`src/rtl/rcs_pkg.sv`:
```
`default_nettype none

package rcs_pkg;

    // Field widths of the request and response.
    localparam int STATUS_W = 10;
    localparam int SIZE_W   = 40;
    localparam int BUCKET_W = 35;
    localparam int HITS_W   = 32;
    localparam int THRESH_W = 16;
    localparam int DEC_W    = 2;

    // A size bucket is the size divided by 32.
    localparam int BUCKET_SHIFT = 5;

    localparam logic [THRESH_W-1:0] THRESH_RESET = 16'd16;
    localparam logic [HITS_W-1:0]   MAX_HITS     = '1;

    // Decision codes.
    localparam logic [DEC_W-1:0] DEC_PRINT   = 2'd0;
    localparam logic [DEC_W-1:0] DEC_MUTED   = 2'd1;
    localparam logic [DEC_W-1:0] DEC_TRIGGER = 2'd2;

    // Request command codes.
    localparam logic CMD_CHECK = 1'b0;
    localparam logic CMD_CLEAR = 1'b1;

    typedef struct packed {
        logic                cmd;
        logic [STATUS_W-1:0] status_code;
        logic [SIZE_W-1:0]   body_len;
    } t_req;

    typedef struct packed {
        logic [DEC_W-1:0]    decision;
        logic [BUCKET_W-1:0] len_bucket;
        logic [HITS_W-1:0]   hit_count;
        logic                table_full;
    } t_rsp;

    // Cluster key held by each cell.
    typedef struct packed {
        logic [STATUS_W-1:0] status;
        logic [BUCKET_W-1:0] bucket;
    } t_key;

    // Write-back control broadcast to the cell row.
    typedef struct packed {
        logic              clr;
        logic              ins;
        logic              upd;
        t_key              key;
        logic [HITS_W-1:0] hits;
        logic              muted;
    } t_cell_ctl;

endpackage

`default_nettype wire

```
`src/rtl/rcs_cell.sv`:
```
`default_nettype none

module rcs_cell
    import rcs_pkg::*;
(
    input  wire logic              i_clk,
    input  wire logic              i_rst_n,
    input  wire logic              i_cmp_en,
    input  wire t_key              i_cmp_key,
    input  wire logic              i_prev_occ,
    input  wire t_cell_ctl         i_ctl,
    output logic                   o_occ,
    output logic                   o_match,
    output logic [HITS_W-1:0]      o_hits,
    output logic                   o_muted
);

    logic              r_occ;
    logic              n_occ;
    logic              r_match;
    t_key              r_key;
    logic [HITS_W-1:0] r_hits;
    logic              r_muted;
    logic              w_take;
    logic              w_upd;

    // A new cluster lands in the first free cell: the left neighbor is
    // occupied and this one is not.
    assign w_take = i_ctl.ins & i_prev_occ & ~r_occ;
    assign w_upd  = i_ctl.upd & r_match;

    always_comb begin
        n_occ = r_occ;
        if (i_ctl.clr) begin
            n_occ = 1'b0;
        end else if (w_take) begin
            n_occ = 1'b1;
        end
    end

    // Occupancy and the match flag of the current lookup.
    always_ff @(posedge i_clk) begin
        if (!i_rst_n) begin
            r_occ   <= 1'b0;
            r_match <= 1'b0;
        end else begin
            r_occ <= n_occ;
            if (i_cmp_en) begin
                r_match <= r_occ && (r_key == i_cmp_key);
            end
        end
    end

    // Stored cluster contents.
    always_ff @(posedge i_clk) begin
        if (w_take) begin
            r_key <= i_ctl.key;
        end
        if (w_take || w_upd) begin
            r_hits  <= i_ctl.hits;
            r_muted <= i_ctl.muted;
        end
    end

    // Contents are driven only by the matching cell so the row can be OR-merged.
    assign o_occ   = r_occ;
    assign o_match = r_match;
    assign o_hits  = r_match ? r_hits : '0;
    assign o_muted = r_match & r_muted;

endmodule

`default_nettype wire

```
`config.mk`:
```
export PLATFORM = sky130hd
export DESIGN_NAME = rcs_cell
export DESIGN_NICKNAME = d
export VERILOG_FILES = /design/src/rtl/rcs_pkg.sv /design/src/rtl/rcs_cell.sv
export SDC_FILE = /design/constraint.sdc
export NUM_CORES = 1
export LEC_CHECK = 0
export ABC_AREA = 1
export BUFFER_PORTS_ARGS = -buffer_cell sky130_fd_sc_hd__buf_4
export CORE_ASPECT_RATIO = 0.7
export CORE_MARGIN = 2
export CORE_UTILIZATION = 47
export DETAILED_ROUTE_END_ITERATION = 8
export PLACE_DENSITY = 0.8
export SYNTH_ARGS = -nofsm -noshare
export SYNTH_HDL_FRONTEND = slang
export SYNTH_SLANG_ARGS = --single-unit
```
`constraint.sdc`:
```
create_clock -name i_clk -period 3.5 [get_ports i_clk]
set_input_delay 0.175 -clock i_clk [delete_from_list [all_inputs] [get_ports i_clk]]
set_output_delay 0.175 -clock i_clk [all_outputs]
set_load 0.01 [all_outputs]
```
==> impl_summary.md, run 1 <==
Yosys
The number of distinct library cells after synthesis is 19. Summing every instance area after synthesis gives 3560 sq um. The sequential share of the synthesized area is 0.6692. In the synthesized netlist, the number of instances is 360. A synthesized cell averages 9.888 sq um. During synthesis, Yosys emitted a total of 0 warnings. Synthesis produced a netlist with a net count of 490. The number of synthesized register bits is 80.

STA
The final count of hold timing violations is 0. The post-route fraction of the period consumed by the critical path is 0.4934. In the final timing run, aggregate negative setup slack is 0 ns. For this run, the top clock speed supported by timing is 0.5791 GHz. Setup repair after global routing left no endpoint under its margin. Setup violations remaining at the end of the flow were counted as 0. On the final layout, the worst clock skew is 0.009185 ns. The number of pins with negative max-slew slack in the final report is 0. At the pin with the least slew margin, the transition time is 0.6330 ns. The clock period minus final worst setup slack is 1.727 ns. The tightest slew margin relative to the limit is 0.5770.

CTS
The deepest clock path buffer count is 2. Buffers inserted during clock tree synthesis total 9. After clock tree synthesis, the clock-pin slew on the worst setup and hold paths is 0.08 ns. The CTS H-tree depth is 3. For the worst-skew pair, the clock arrives at the later sink with an insertion delay of 0.34 ns. For this design, the sink count on the clock tree is 80.

The master cell of the clock root buffer is sky130_fd_sc_hd__clkbuf_8. The clock tree from TritonCTS is yes.

Route
For this block, the initial DRC count from the detailed router was 162. In the routed layout, each cell is associated on average with a via count of 4.356. The number of vias after detailed routing is 3,093.

Dividing the detail-routed wire length by the instance count gives 13.47 um. The detail route stage leaves a number of antenna-violating nets equal to 0. The first detailed-routing pass took 4 iterations.

The overall routed net length is 9.562 mm. The DRC violations left is 0.

Setup path
Setup slack on the worst reg-to-reg path comes out at 1.77 ns. The largest fanout on the critical path is 25. The cell at the slowest stage of the critical path is sky130_fd_sc_hd__nor2_4. The depth of the most critical reg-to-reg path is 2. The setup path with the least slack is of type register to register. The critical register-to-register path startpoint is o_occ$_SDFFE_PP0P_.

The number of buffers and inverters on the critical path is 1. STA classifies the critical path endpoint as a register. STA classifies the critical path startpoint as a register. The end of the worst register-to-register path is r_key[38]$_DFFE_PP_. The delay of the slowest critical-path stage is 0.54 ns. The family of cells with the greatest summed delay on the critical path is simple AND/OR/NAND/NOR gates. Data on the critical path arrives at its endpoint at 1.74 ns. The signal on the critical path passes through nor2_4 -> buf_4.

STA puts the critical path data required time at 3.51 ns.

Floorplanning
The count of standard-cell rows is 26. In this run the count of I/O pins placed on the die edge is 165. The die is 108.0 um wide. The effective utilization at floorplan is 0.4863. The die outline area is 8297 sq um. The floorplan step defined a core boundary enclosing 7320 sq um. The die is 76.81 um tall.

Layout
The library cells used most frequently in the layout, excluding fill and tap cells, are sky130_fd_sc_hd__buf_4, sky130_fd_sc_hd__nand2_1, sky130_fd_sc_hd__inv_1. Once layout is complete, the utilization of the core stands at 0.7990. The number of antenna diodes in the final layout is 0.

The net total in the final layout is 737. The area growth from synthesis to layout is 64.29%. The most frequent standard cell in the layout excluding fill and tap cells is sky130_fd_sc_hd__buf_4. In the final layout, the share of cells above drive strength 1 is 0.3105.

Power and ir drop
The share of total power dissipated in combinational logic is 0.136. The cell area power density is 349.4 nW/um^2. Of the total power, registers draw 0.546. The internal portion of the total power is 1.604 mW. The share of total power dissipated in the clock network is 0.318. The switching part of the total is 0.2152. The switching power total is 0.4398 mW. The highest ir drop seen on vdd is 0.2934 mV.

The reported leakage power is 2.992 nW.

Global routing
The remaining global-route overflow is 0. Entering global routing, the biggest net connects 37 pins. The wire length of the first global-routing pass is 15.05 mm. The number of antenna violations at the first check in global routing is 0.

The number of global-route vias before repair is 3,337. The combined global-route utilization of all metal layers is 0.2396.

Hold path
For hold timing, the worst endpoint is r_hits[17]$_DFFE_PP_. The type of the worst min-delay path is primary input to register. The launch instance of the worst min-delay path is i_ctl[18]. Counting instances, the worst hold path has a depth of 1.

Placed design
After legalization and detailed placement, the total HPWL measured 6.082 mm. The weighted congestion at the end of routability-driven global placement is 0.7555. The number of buffers inserted by port buffering is 164.

Run status
The run finished with clean final reports.

Job
The count of maximum capacitance violations is 0.
==> state kept, by name, indices dropped and copies added, names as in the netlist <==
name and flops:
o_match 1, o_occ 1, r_hits 32, r_key 45, r_muted 1
==> what timing repair did <==
action / in CTS / in global routing
hold buffers: 70 / 3
hold endpoints to repair: 70 / 3
setup buffers: 0 / 0
gates resized for setup: 0 / 0
==> logic make-up after synthesis <==
group / after synthesis / synth area share
AOI/OAI and AO/OA: 6 / 0.01019
xor gates and xnor gates: 16 / 0.03937
buffers and inverters: 104 / 0.1107
DFF: 80 / 0.6692
and+or+nand+nor: 154 / 0.1705
==> final cells by class <==
cell class              count  area [sq um]
repair buffers            240          1984
clock inverters             6         61.31
inverters                 100         375.4
flip-flops and latches     80          2382
clock buffers              10         127.6
fillers                   429          1471
well taps                  98         122.6
multi-input cells         176         794.5
==> power by group through the flow <==
stage	logic, mW	clock network, mW	registers, mW
finish	0.278	0.649	1.12
global route	0.303	0.696	1.12
CTS	0.271	0.668	1.11
detailed placement	0.207	0	1.14
global placement	0.199	0	1.13
floorplan	0.0707	0	1.14
==> per-stage QoR <==
| step | instances | power (mW) | area [sq um] | hold WS [ns] | setup slack [ns] |
|---|---|---|---|---|---|
| floorplan | 360 | 1.206 | 3560 | 0.2474 | 0.2947 |
| detailed placement | 621 | 1.344 | 4928 | 0.3542 | 1.787 |
| CTS | 707 | 2.054 | 5818 | 0.0002985 | 1.779 |
| global route | 710 | 2.119 | 5848 | 0.0003076 | 1.685 |
| finish | 710 | 2.043 | 5848 | 0.01821 | 1.773 |
| global placement | 621 | 1.332 | 4928 | 0.3456 | 1.860 |
==> routing by layer <==
layer / GRT usage / vias to the layer above / part of all wire
li1: - / 1572 / -
met2: 0.4654 / 105 / 0.54
met5: 0 / - / 0
met3: 0.06378 / 10 / 0.064
met1: 0.2552 / 1406 / 0.39
met4: 0.05641 / 0 / 0.0091
==> cells in the mapped netlist, drive strengths merged <==
cell / n / area share
nand3: 2 / 0.0042
nor2: 22 / 0.025
o211ai: 1 / 0.0021
nand2: 126 / 0.13
dfxtp: 2 / 0.011
o21ai: 4 / 0.0056
xnor2: 13 / 0.032
a21oi: 1 / 0.0025
clkbuf: 1 / 0.0011
inv: 100 / 0.11
buf: 3 / 0.0042
edfxtp: 78 / 0.66
xor2: 3 / 0.0074
nand4: 4 / 0.0088
==> worst max-delay path by stage <==
| stage | start | end | slack [ns] | cells past startpoint |
|---|---|---|---|---|
| finish | o_occ$_SDFFE_PP0P_ | r_key[38]$_DFFE_PP_ | 1.77 | 2 |
| CTS | o_occ$_SDFFE_PP0P_ | r_key[40]$_DFFE_PP_ | 1.78 | 2 |
| detailed placement | o_occ$_SDFFE_PP0P_ | r_key[38]$_DFFE_PP_ | 1.79 | 2 |
| global placement | i_ctl[79] | r_key[34]$_DFFE_PP_ | 1.86 | 4 |
| floorplan | o_occ$_SDFFE_PP0P_ | r_hits[0]$_DFFE_PP_ | 0.29 | 1 |
| global route | o_occ$_SDFFE_PP0P_ | r_key[33]$_DFFE_PP_ | 1.68 | 2 |
(Power assumes the default switching activity.)
==> run 2: changes to the inputs <==
CORE_UTILIZATION = 42   (was 47)
PLACE_DENSITY = 0.76   (was 0.8)
clock period = 1.4 ns   (was 3.5 ns; I/O delays follow)
==> run 2 against run 1 <==
Effect of this change:
- critical path depth is 2 higher
- critical endpoint is now o_hits[13]
- cell count is 2.1% higher
- critical path type is now register to output port
- largest power group unchanged
- clock skew is 0.0062 ns lower
- setup slack worse by 1.7 ns
- die area is 11% higher
- global-route usage is 3.4 points lower
- sequential power is 150% higher
- via count is 0.58% higher
==> impl_summary.md, run 2 (same netlist as run 1, synthesis figures left out) <==
CTS
The number of clock buffers inserted by TritonCTS is 9 (unchanged). Clock tree synthesis selected as its root buffer the cell sky130_fd_sc_hd__clkbuf_16. The clock edge transition at the registers on the reported setup and hold paths is 0.06 ns (-0.02 ns). The CTS H-tree depth was 3 (unchanged). The number of clock sinks seen by CTS is 80 (unchanged). TritonCTS built the clock tree.

The worst-skew pair later-pin latency is 0.33 ns (about the same). The deepest clock path buffer count is 2 (unchanged).

Route
The number of design-rule violations left by the first detailed-router iteration is 126 (-22%). The number of vias after detailed routing is 3,111 (+0.58%). The detailed-router iteration count before antenna repair is 4 (unchanged).

The routed wirelength normalized by instance count was 12.93 um (-4.0%). The count of antenna-violating nets left after detailed routing is 0 (unchanged). The DRC violations left came to 0 (unchanged). The overall routed net length is 9.371 mm (-2.0%). The post-detailed-route via-to-cell ratio is 4.291 (-1.5%).

Layout
The final standard cell count with taps included and fillers excluded is 725 (+2.1%). The library cell used most frequently in the layout, excluding fill and tap cells, is sky130_fd_sc_hd__buf_4. The flip-flop count of the largest register, all copies and words added is 45 (unchanged). The core utilization of the finished layout was 0.7297 (-0.06923). The number of antenna cells inserted was 0 (unchanged). The net total in the final layout came to 745 (+1.1%). The number of filler cells placed in the layout is 583 (+36%). The top cell types in the final layout, fill and taps aside, are sky130_fd_sc_hd__buf_4, sky130_fd_sc_hd__nand2_1, sky130_fd_sc_hd__inv_1.

In the final layout, the registers with the most flip-flops are r_key (45), r_hits (32). Counting flops per register, the top entry is r_key. The area growth from synthesis to layout is 70.93%.

The cell area after layout is 6085 sq um (+4.0%). The layout cell share with drive strength beyond 1 is 0.3097 (-0.0007801).

Power and ir drop
The switching part of the total is 0.2049 (-0.01029). The combinational fraction of design power was 0.125 (-0.011). The reported leakage power is 3.077 nW (+2.9%).

The total power draw is 5.757 mW (+180%). The sequential share of power is 0.485 (-0.061). The cell area power density came to 946.2 nW/um^2 (+170%). The internal power came to 4.578 mW (+190%). The highest ir drop seen on vdd is 0.7394 mV (+150%).

The share of power burned in the clock network is 0.390 (+0.072). The switching power total is 1.180 mW (+170%).

STA
The clock period minus final worst setup slack is 1.339 ns. The tightest slew margin relative to the limit is 0.8591 (+0.2822). For this run, the top clock speed supported by timing is 0.7469 GHz. The post-route fraction of the period consumed by the critical path is 0.9563.

The final count of hold timing violations is 0 (unchanged). The maximum clock skew at final layout is 0.002974 ns (-0.006211 ns). The setup total negative slack is 0 ns (unchanged). The transition time at the pin with the least slew margin was 0.2108 ns (-0.4223 ns). The number of failing setup endpoints in the final timing report is 0 (unchanged).

The number of pins with negative max-slew slack in the final report is 0 (unchanged).

Placed design
The detailed placement HPWL is 6.131 mm (+0.80%). The total placed instance area came to 4981 sq um (+1.1%). The cell count after placement was 629 (+1.3%). The weighted congestion at the end of routability-driven global placement is 0.7496 (-0.78%). The number of buffers inserted by port buffering is 164 (unchanged).

Global routing
The remaining global-route overflow was 0 (unchanged). The number of antenna violations at the first check in global routing is 0 (unchanged). The combined global-route utilization of all metal layers is 0.2058 (-0.03385). The largest net degree at the start of global routing is 36 (-2.7%). The wire length of the first global-routing pass is 14.34 mm (-4.7%). The number of global-route vias before repair was 3,260 (-2.3%).

Setup path
The worst setup path is launched from a register. The nature of the critical path endpoint is an output port. The required time at the endpoint of the critical path was 1.33 ns (-2.18 ns). The arrival time reported for the critical path endpoint is 1.27 ns (-0.47 ns). The largest fanout on the critical path is 35 (+40%). The critical path is of the register to output port type.

Floorplanning
The die boundary width is 114.0 um (+5.6%). The total I/O pin count is 165 (unchanged). The die extent in y was 81.03 um (+5.5%).

The count of standard-cell rows was 28 (+7.7%). The die outline area was 9240 sq um (+11%). The area of the placeable core is 8338 sq um (+14%). The effective utilization at floorplan was 0.4269 (-0.05940).

Run status
The flow ran to the end, and the final reports show no timing, DRC or antenna violations.

Hold path
The type of the worst min-delay path is primary input to register.

Job
The count of maximum capacitance violations was 0 (unchanged).
-- run 2: layout make-up --
cell class / count / area, sq um / share of cell area
tap: 105 / 131.4 / 0.02159
clock inverter: 7 / 62.56 / 0.01028
sequential: 80 / 2386 / 0.3921
inverter: 100 / 375.4 / 0.06169
timing repair buffer: 248 / 2100 / 0.3451
clock buffer: 9 / 225.2 / 0.03701
multi-input combinational: 176 / 804.5 / 0.1322
-- run 2: final timing paths --
kind	slack, ns	cells past startpoint	end	from
max	0.06	4	o_hits[13]	o_match$_SDFFE_PN0P_
min	0.02	4	o_match$_SDFFE_PN0P_	i_cmp_en
max reg2reg	0.17	9	o_match$_SDFFE_PN0P_	r_key[26]$_DFFE_PP_
min reg2reg	0.59	2	o_occ$_SDFFE_PP0P_	o_occ$_SDFFE_PP0P_
-- run 2: what timing repair did --
| item | 4_1_cts | 5_1_grt |
|---|---|---|
| endpoints found under the setup margin | 0 | 34 |
| buffers inserted | 0 | 0 |
| hold buffers | 80 | 0 |
| gates resized for setup | 0 | 4 |
| endpoints found under the hold margin | 80 | 0 |
-- run 2: metrics by stage --
stage	worst slack (ns)	hold WS [ns]
6_report	0.06113	0.01598
5_1_grt	-0.001027	0.02115
2_1_floorplan	-0.04873	0.1327
3_5_place_dp	0.1134	0.2219
4_1_cts	0.002226	0.003839
3_3_place_gp	0.1569	0.2198
-- run 2: per-layer routing --
layer  vias up  global-route usage  part of all wire
met3        19             0.06418             0.063
met4         0             0.08415             0.023
met2       116              0.3774              0.52
met1      1388              0.2244              0.39
li1       1588                   -                 -
met5         -                   0                 0
-- run 2: power groups by stage --
stage | registers, mW | clock network [mW] | logic (mW)
after floorplan | 2.83 | 0 | 0.181
after global routing | 2.80 | 2.39 | 0.788
final | 2.79 | 2.25 | 0.721
after CTS | 2.79 | 2.31 | 0.718
after detailed placement | 2.84 | 0 | 0.535
after global placement | 2.83 | 0 | 0.516
-- run 2: worst max-delay path, stage by stage (launching register included) --
cell	delay [ns]
sky130_fd_sc_hd__dfxtp_1	0.38
sky130_fd_sc_hd__buf_12	0.21
sky130_fd_sc_hd__nand2_1	0.11
sky130_fd_sc_hd__inv_1	0.11
sky130_fd_sc_hd__buf_4	0.13
